<file path="config.mk">
export PLATFORM = sky130hd
export DESIGN_NAME = neuron_dot_product_sigmoid_unit
export DESIGN_NICKNAME = d
export VERILOG_FILES = /design/src/design/ndps_pkg.sv /design/src/design/neuron_dot_product_sigmoid_unit.sv
export SDC_FILE = /design/constraint.sdc
export NUM_CORES = 2
export LEC_CHECK = 0
export ABC_AREA = 0
export ABC_CLOCK_PERIOD_IN_PS = 9690
export BUFFER_PORTS_ARGS = -buffer_cell sky130_fd_sc_hd__buf_2
export CAP_MARGIN = 25
export CORE_UTILIZATION = 50
export CTS_CLUSTER_DIAMETER = 50
export DETAILED_ROUTE_END_ITERATION = 8
export PLACE_DENSITY = 0.66
export SYNTH_ARGS = -nofsm -noshare
export SYNTH_HDL_FRONTEND = slang
export SYNTH_SLANG_ARGS = --single-unit
</file>
<file path="constraint.sdc">
create_clock -name clock -period 9.69 [get_ports clock]
set_input_delay 0.4845 -clock clock [delete_from_list [all_inputs] [get_ports clock]]
set_output_delay 0.4845 -clock clock [all_outputs]
set_load 0.1 [all_outputs]
</file>
<file path="src/design/ndps_pkg.sv">
// ----------------------------------------------------------------------------
// ndps_pkg: shared types and constants of the neuron unit
// Fixed point formats, sigmoid table and the function that builds it.
// ----------------------------------------------------------------------------
package ndps_pkg;

   localparam int SIG_ENTRIES = 256;
   localparam int SIG_IDX_W   = 8;
   localparam int SEG_SHIFT   = 20;
   localparam int LADDER_MAX  = 128;
   localparam int ACC_W       = 40;
   localparam int SUM_W       = 32;
   localparam int ACT_W       = 16;
   localparam int MUL_A_W     = 17;
   localparam int MUL_B_W     = 21;
   localparam int MUL_P_W     = MUL_A_W + MUL_B_W;

   localparam logic [63:0] ONE_Q32  = 64'd4294967296;
   localparam logic [63:0] ROOT_Q32 = 64'd4571968696;

   typedef logic [ACT_W-1:0] sig_table_type [SIG_ENTRIES];

   function automatic logic [63:0] udiv64(input logic [63:0] num, input logic [63:0] den);
      logic [64:0] rem;
      logic [63:0] quo;
      rem = '0;
      quo = '0;
      for (int i = 63; i >= 0; i--) begin
         rem = {rem[63:0], num[i]};
         if (rem >= {1'b0, den}) begin
            rem    = rem - {1'b0, den};
            quo[i] = 1'b1;
         end
      end
      return quo;
   endfunction

   function automatic logic [63:0] mul_root(input logic [63:0] p);
      logic [63:0] frac;
      logic [63:0] hi;
      logic [63:0] lo;
      frac = ROOT_Q32 - ONE_Q32;
      hi   = p >> 32;
      lo   = p & 64'hFFFF_FFFF;
      return p + hi * frac + ((lo * frac + 64'h8000_0000) >> 32);
   endfunction

   function automatic sig_table_type build_sig_table();
      logic [63:0] ladder [LADDER_MAX+1];
      logic [63:0] b;
      logic [63:0] num;
      logic [63:0] den;
      logic [63:0] q;
      sig_table_type t;
      int m;
      int a;
      ladder[0] = ONE_Q32;
      for (int n = 1; n <= LADDER_MAX; n++) begin
         ladder[n] = mul_root(ladder[n-1]);
      end
      for (int k = 0; k < SIG_ENTRIES; k++) begin
         m = k - SIG_ENTRIES / 2;
         a = (m < 0) ? -m : m;
         if (a > LADDER_MAX) begin
            a = LADDER_MAX;
         end
         b   = ladder[a];
         den = b + ONE_Q32;
         num = (m >= 0) ? 64'd65535 * b : 64'd65535 * ONE_Q32;
         q   = udiv64(2 * num + den, 2 * den);
         t[k] = q[ACT_W-1:0];
      end
      return t;
   endfunction

   localparam sig_table_type SIG_TABLE = build_sig_table();

endpackage

</file>
<file path="src/design/neuron_dot_product_sigmoid_unit.sv">
// ----------------------------------------------------------------------------
// neuron_dot_product_sigmoid_unit: one neuron, weighted sum and sigmoid
// Accumulates Q4.12 sample and weight products into a saturating Q16.24 sum
// and on the last item emits the Q8.24 sum with its interpolated logistic.
// ----------------------------------------------------------------------------
// Usage:
//   req_* carries one sample and weight pair per item; req_last closes an
//   evaluation. rsp_* carries one item per evaluation: the clipped sum and
//   its activation. Both channels use valid and stall.
// Sequencing:
//   One multiplier is shared by the product and by the table interpolation,
//   under a small sequencer. A non-last item is accepted, multiplied and
//   accumulated; a last item then clips the sum and reads the table, runs the
//   interpolation multiply, and writes the output register once it is free.
//   req_stall is high while an item is at work.
// Reset:
//   Synchronous reset clears the sum, the item count and the output valid.
// Stall:
//   A result waits in the output register while rsp_stall is high; the
//   block takes new items meanwhile and holds a further result in its last
//   step until the register frees.
// ----------------------------------------------------------------------------
module neuron_dot_product_sigmoid_unit #(
   parameter int MAX_INPUTS = 64
) (
   input  logic                              clock,
   input  logic                              reset,
   input  logic                              req_valid,
   output logic                              req_stall,
   input  logic signed [15:0]                req_sample_value,
   input  logic signed [15:0]                req_weight_value,
   input  logic                              req_last,
   output logic                              rsp_valid,
   input  logic                              rsp_stall,
   output logic [ndps_pkg::ACT_W-1:0]        rsp_activation,
   output logic signed [ndps_pkg::SUM_W-1:0] rsp_weighted_sum
);

   localparam int CNT_W = $clog2(MAX_INPUTS + 1);
   localparam int ACC_W = ndps_pkg::ACC_W;
   localparam int SUM_W = ndps_pkg::SUM_W;
   localparam int ACT_W = ndps_pkg::ACT_W;
   localparam int IDX_W = SUM_W - ndps_pkg::SEG_SHIFT;
   localparam int FRC_W = ndps_pkg::SEG_SHIFT;

   localparam logic [2:0] ST_IDLE = 3'd0;
   localparam logic [2:0] ST_MUL  = 3'd1;
   localparam logic [2:0] ST_ACC  = 3'd2;
   localparam logic [2:0] ST_ACT1 = 3'd3;
   localparam logic [2:0] ST_ACT2 = 3'd4;
   localparam logic [2:0] ST_ACT3 = 3'd5;

   localparam logic signed [ACC_W:0] ACC_MAX = {2'b00, {(ACC_W-1){1'b1}}};
   localparam logic signed [ACC_W:0] ACC_MIN = {2'b11, {(ACC_W-1){1'b0}}};

   logic [2:0]                          state_ff, state_in;
   logic signed [15:0]                  sample_ff, weight_ff;
   logic                                last_ff;
   logic signed [ACC_W-1:0]             acc_ff, acc_in;
   logic [CNT_W-1:0]                    count_ff, count_in;
   logic signed [ndps_pkg::MUL_P_W-1:0] mul_ff;
   logic signed [ndps_pkg::MUL_A_W-1:0] mul_a;
   logic signed [ndps_pkg::MUL_B_W-1:0] mul_b;
   logic signed [SUM_W-1:0]             ws_ff, ws_in;
   logic [ACT_W-1:0]                    base_ff, base_in;
   logic [ACT_W-1:0]                    diff_ff, diff_in;
   logic [FRC_W-1:0]                    frac_ff;
   logic                                rsp_valid_ff, rsp_valid_in;
   logic [ACT_W-1:0]                    rsp_act_ff;
   logic signed [SUM_W-1:0]             rsp_sum_ff;

   logic                    accept;
   logic                    out_free;
   logic signed [ACC_W:0]   acc_sum;
   logic signed [SUM_W:0]   u_val;
   logic [IDX_W-1:0]        idx;
   logic [ndps_pkg::SIG_IDX_W-1:0] idx_lo, idx_hi;
   logic [ACT_W-1:0]        t_lo, t_hi;
   logic [35:0]             interp;
   logic [ACT_W-1:0]        act_in;

   assign accept    = req_valid && !req_stall;
   assign req_stall = (state_ff != ST_IDLE);
   assign out_free  = !rsp_valid_ff || !rsp_stall;

   always_comb begin
      if (state_ff == ST_ACT2) begin
         mul_a = {1'b0, diff_ff};
         mul_b = {1'b0, frac_ff};
      end else begin
         mul_a = {sample_ff[15], sample_ff};
         mul_b = {{(ndps_pkg::MUL_B_W-16){weight_ff[15]}}, weight_ff};
      end
   end

   always_comb begin
      acc_sum = {acc_ff[ACC_W-1], acc_ff} + {{(ACC_W-31){mul_ff[31]}}, mul_ff[31:0]};
   end

   always_comb begin
      if (acc_ff[ACC_W-1:SUM_W-1] == '0 || acc_ff[ACC_W-1:SUM_W-1] == '1) begin
         ws_in = acc_ff[SUM_W-1:0];
      end else if (acc_ff[ACC_W-1]) begin
         ws_in = {1'b1, {(SUM_W-1){1'b0}}};
      end else begin
         ws_in = {1'b0, {(SUM_W-1){1'b1}}};
      end
      u_val  = {ws_in[SUM_W-1], ws_in} + (SUM_W+1)'(33'sd134217728);
      idx    = u_val[SUM_W-1:FRC_W];
      idx_lo = idx[ndps_pkg::SIG_IDX_W-1:0];
      idx_hi = idx_lo + 1'b1;
      t_lo   = ndps_pkg::SIG_TABLE[idx_lo];
      t_hi   = ndps_pkg::SIG_TABLE[idx_hi];
      priority if (u_val[SUM_W]) begin
         base_in = ndps_pkg::SIG_TABLE[0];
         diff_in = '0;
      end else if (idx >= IDX_W'(ndps_pkg::SIG_ENTRIES - 1)) begin
         base_in = ndps_pkg::SIG_TABLE[ndps_pkg::SIG_ENTRIES-1];
         diff_in = '0;
      end else if (t_hi < t_lo) begin
         base_in = t_lo;
         diff_in = '0;
      end else begin
         base_in = t_lo;
         diff_in = t_hi - t_lo;
      end
   end

   always_comb begin
      interp = mul_ff[35:0] + 36'(1 << (FRC_W - 1));
      act_in = base_ff + interp[FRC_W +: ACT_W];
   end

   always_comb begin
      state_in     = state_ff;
      acc_in       = acc_ff;
      count_in     = count_ff;
      rsp_valid_in = rsp_valid_ff && rsp_stall;
      unique case (state_ff)
         ST_IDLE: begin
            if (accept) begin
               state_in = ST_MUL;
            end
         end
         ST_MUL: begin
            state_in = ST_ACC;
         end
         ST_ACC: begin
            if (count_ff < CNT_W'(MAX_INPUTS)) begin
               count_in = count_ff + 1'b1;
               if (acc_sum > ACC_MAX) begin
                  acc_in = ACC_MAX[ACC_W-1:0];
               end else if (acc_sum < ACC_MIN) begin
                  acc_in = ACC_MIN[ACC_W-1:0];
               end else begin
                  acc_in = acc_sum[ACC_W-1:0];
               end
            end
            state_in = last_ff ? ST_ACT1 : ST_IDLE;
         end
         ST_ACT1: begin
            acc_in   = '0;
            count_in = '0;
            state_in = ST_ACT2;
         end
         ST_ACT2: begin
            state_in = ST_ACT3;
         end
         ST_ACT3: begin
            if (out_free) begin
               rsp_valid_in = 1'b1;
               state_in     = ST_IDLE;
            end
         end
         default: begin
            state_in = ST_IDLE;
         end
      endcase
   end

   always_ff @(posedge clock) begin
      if (reset) begin
         state_ff     <= ST_IDLE;
         acc_ff       <= '0;
         count_ff     <= '0;
         rsp_valid_ff <= 1'b0;
      end else begin
         state_ff     <= state_in;
         acc_ff       <= acc_in;
         count_ff     <= count_in;
         rsp_valid_ff <= rsp_valid_in;
      end
   end

   always_ff @(posedge clock) begin
      if (accept) begin
         sample_ff <= req_sample_value;
         weight_ff <= req_weight_value;
         last_ff   <= req_last;
      end
      if (state_ff == ST_MUL || state_ff == ST_ACT2) begin
         mul_ff <= mul_a * mul_b;
      end
      if (state_ff == ST_ACT1) begin
         ws_ff   <= ws_in;
         base_ff <= base_in;
         diff_ff <= diff_in;
         frac_ff <= u_val[FRC_W-1:0];
      end
      if (state_ff == ST_ACT3 && out_free) begin
         rsp_act_ff <= act_in;
         rsp_sum_ff <= ws_ff;
      end
   end

   assign rsp_valid        = rsp_valid_ff;
   assign rsp_activation   = rsp_act_ff;
   assign rsp_weighted_sum = rsp_sum_ff;

endmodule

</file>
==> run metrics <==
clock skew 0.0403 ns; Area growth, synth to finish 7.53%; CTS tree yes; NumNets Final 4408; setup ws final 1.20 ns; CP Class register to register; layout cell share with drive strength beyond 1 0.0892; Yosys Warn Count 0; Ports 87; EDFF count, synth 181; Fin. Hold Viols 0; Initial Util 0.507; Mean Syn Cell Area 8.40 µm²; fin crit share 0.876; measured slew at the worst slew-check pin 1.09 ns; leading area contributor after synthesis fa_1; clk buf depth 3; largest net degree at the start of global routing 96; Post-synth ARST share 0; Core Footprint 0.0633 mm²; Iter 0 DRT Violations 3988; Post-CTS Hold Fix Bufs 0; row count 92; DP HPWL 87900 µm; DP Worst Slack 1.36 ns; first drt pass iteration count 7; remaining global-route overflow 0; slowest stage delay, CP 0.70 ns; antenna-violating nets left 0; Die W 255 µm; Crit-path slowest cell nor2b_1; clock sink count 232; unrepaired setup endpoints after global routing no; crit path launch type register; Cell variety after synth 97; Max Slew Vio Count 0; Critical Path End Type register; first-pass GRT wire length 176000 µm; Slew headroom 0.271; Yosys top cell area share 0.216; Cells after Synth 3821; RD Place Congestion 1.05; total negative slack 0 ns; via count 29800; DRC Markers 0; Fmax 0.118 GHz; input/output buffers 86; Worst-Skew Late Latency 0.59 ns; Yosys reg bits 232; Critical Path AT 8.79 ns; Die ar. 0.0652 mm²; Routed WL 116000 µm; WP data required 9.99 ns; CTS root buf clkbuf_16; largest cells by area after synthesis fa_1, edfxtp_1, ha_1, nand2_1, nor2_1; vias in the first global route 28900; post-cts sizing count 0; main flop type after synthesis edfxtp_1; Seq/Total Area, Yosys 0.201; Post-Syn Area 0.0321 mm²; Period minus WS final 8.49 ns; Vias/cell 6.38; # setup viols final 0; Tot GR Track Use 0.350; clock slew seen by the registers of the worst setup and hold paths 0.06 ns; die height 255 µm; htree depth 1; Post-Syn Nets 4416; ant diodes 0; cell mode on critical path fa_1; crit path max fanout 65; initial antenna violation count 1; number of setup buffers added after CTS 0; outcome finished, final reports clean; drt wl/cell 24.7 µm; MaxCap Viol Count 0; Hold Crit Class input pin to register; clock buffers created by TritonCTS 28
==> cells in the final DEF, fill, tap and decap left out, types with 17 or more instances in the layout <==
| cell | instances |
|---|---|
| mux2_2 | 26 |
| dfxtp_1 | 51 |
| nand3_1 | 104 |
| a21oi_1 | 229 |
| inv_1 | 396 |
| clkbuf_16 | 28 |
| and2_1 | 20 |
| a211oi_1 | 47 |
| a311oi_1 | 23 |
| buf_4 | 112 |
| a31oi_1 | 74 |
| buf_2 | 86 |
| nand2_1 | 485 |
| and3_1 | 23 |
| o21a_1 | 23 |
| a21o_1 | 44 |
| fa_1 | 347 |
| o221ai_1 | 20 |
| nor3_1 | 85 |
| ha_1 | 210 |
| nand2b_1 | 24 |
| o21ai_0 | 180 |
| o311ai_0 | 36 |
| mux2i_1 | 34 |
| xor2_1 | 45 |
| xnor2_1 | 78 |
| o211ai_1 | 50 |
| edfxtp_1 | 181 |
| o22ai_1 | 25 |
| or2_2 | 17 |
| nor2_1 | 407 |
==> sequential cells by signal (all words and copies together) (netlist names) <==
| name | count |
|---|---|
| rsp_activation | 16 |
| mul_ff | 36 |
| base_ff | 16 |
| state_ff | 3 |
| rsp_valid | 1 |
| diff_ff | 16 |
| weight_ff | 16 |
| count_ff | 7 |
| sample_ff | 16 |
| ws_ff | 32 |
| rsp_weighted_sum | 32 |
| last_ff | 1 |
| acc_ff | 40 |
==> cells in the mapped netlist, types with 23 or more instances <==
cell	n
o21a_1	23
ha_1	211
inv_1	397
xor2_1	45
nand3_1	104
o211ai_1	50
a311oi_1	23
edfxtp_1	181
and3_1	23
a31oi_1	74
o311ai_0	36
a211oi_1	47
clkbuf_1	159
o22ai_1	25
mux2_2	26
nor2_1	410
buf_2	50
nand2_1	485
dfxtp_1	51
o21ai_0	180
nand2b_1	24
fa_1	347
nor3_1	85
a21o_1	44
mux2i_1	35
a21oi_1	230
xnor2_1	80
==> metal layers <==
layer	share of wire	routed length, µm	track usage
met2	0.44	51300	0.543
met5	0	0	0
met1	0.38	43800	0.457
met4	0.067	7760	0.195
met3	0.11	12700	0.0730
==> path summary, 6_finish.rpt <==
kind / slack [ns] / endpoint / from / depth (start not counted)
worst min-delay path: 0.06 / last_ff$_DFFE_PP_ / req_last / 1
worst max register to register: 1.20 / mul_ff[35]$_DFFE_PP_ / state_ff[0]$_SDFFE_PP0P_ / 25
worst min register to register: 0.42 / rsp_weighted_sum[20]$_DFFE_PP_ / ws_ff[20]$_DFFE_PP_ / 0
worst max-delay path: 1.20 / mul_ff[35]$_DFFE_PP_ / state_ff[0]$_SDFFE_PP0P_ / 25
==> layout make-up <==
| class | count | area, µm² |
|---|---|---|
| clock buffers | 30 | 708 |
| multi-input cells | 2942 | 23200 |
| inverters | 406 | 1520 |
| well taps | 846 | 1060 |
| flip-flops and latches | 232 | 6460 |
| clock inverters | 20 | 231 |
| repair buffers | 203 | 1360 |
| fillers | 5937 | 28800 |
==> metrics by stage <==
stage	hold slack [ns]	instances	util	cell area, µm²
final	0.0609	4679	0.545	34500
after global placement	0.402	4627	0.530	33600
after floorplan	0.400	3821	-	32100
after detailed placement	0.405	4629	0.530	33600
after global routing	0.0484	4679	0.545	34500
after CTS	0.0377	4679	0.545	34500
==> worst max-delay path, delay by kind of cell, from the launching register on <==
family                   cells  cell delay (ns)
AO/OA/AOI/OAI                8             1.74
adder cells (fa/ha/maj)      7             3.53
buffers and inverters        5             0.68
XOR/XNOR                     1             0.10
AND/OR/NAND/NOR              4             1.47
flip-flops                   1             0.53
==> cell families (layout without fill, tap and decap cells) <==
family / after synthesis / count (layout) / synth area share
XOR/XNOR: 126 / 126 / 0.0346
AND/OR/NAND/NOR: 1257 / 1257 / 0.170
AO/OA/AOI/OAI: 939 / 939 / 0.195
flip-flops: 232 / 232 / 0.201
multiplexers: 62 / 62 / 0.0207
buffers and inverters: 647 / 659 / 0.0798
adder cells (fa/ha/maj): 558 / 558 / 0.299
Power is left out: the tool's default activity adds up to more than one toggle a clock period on the data nets, which glitch-free logic cannot reach.
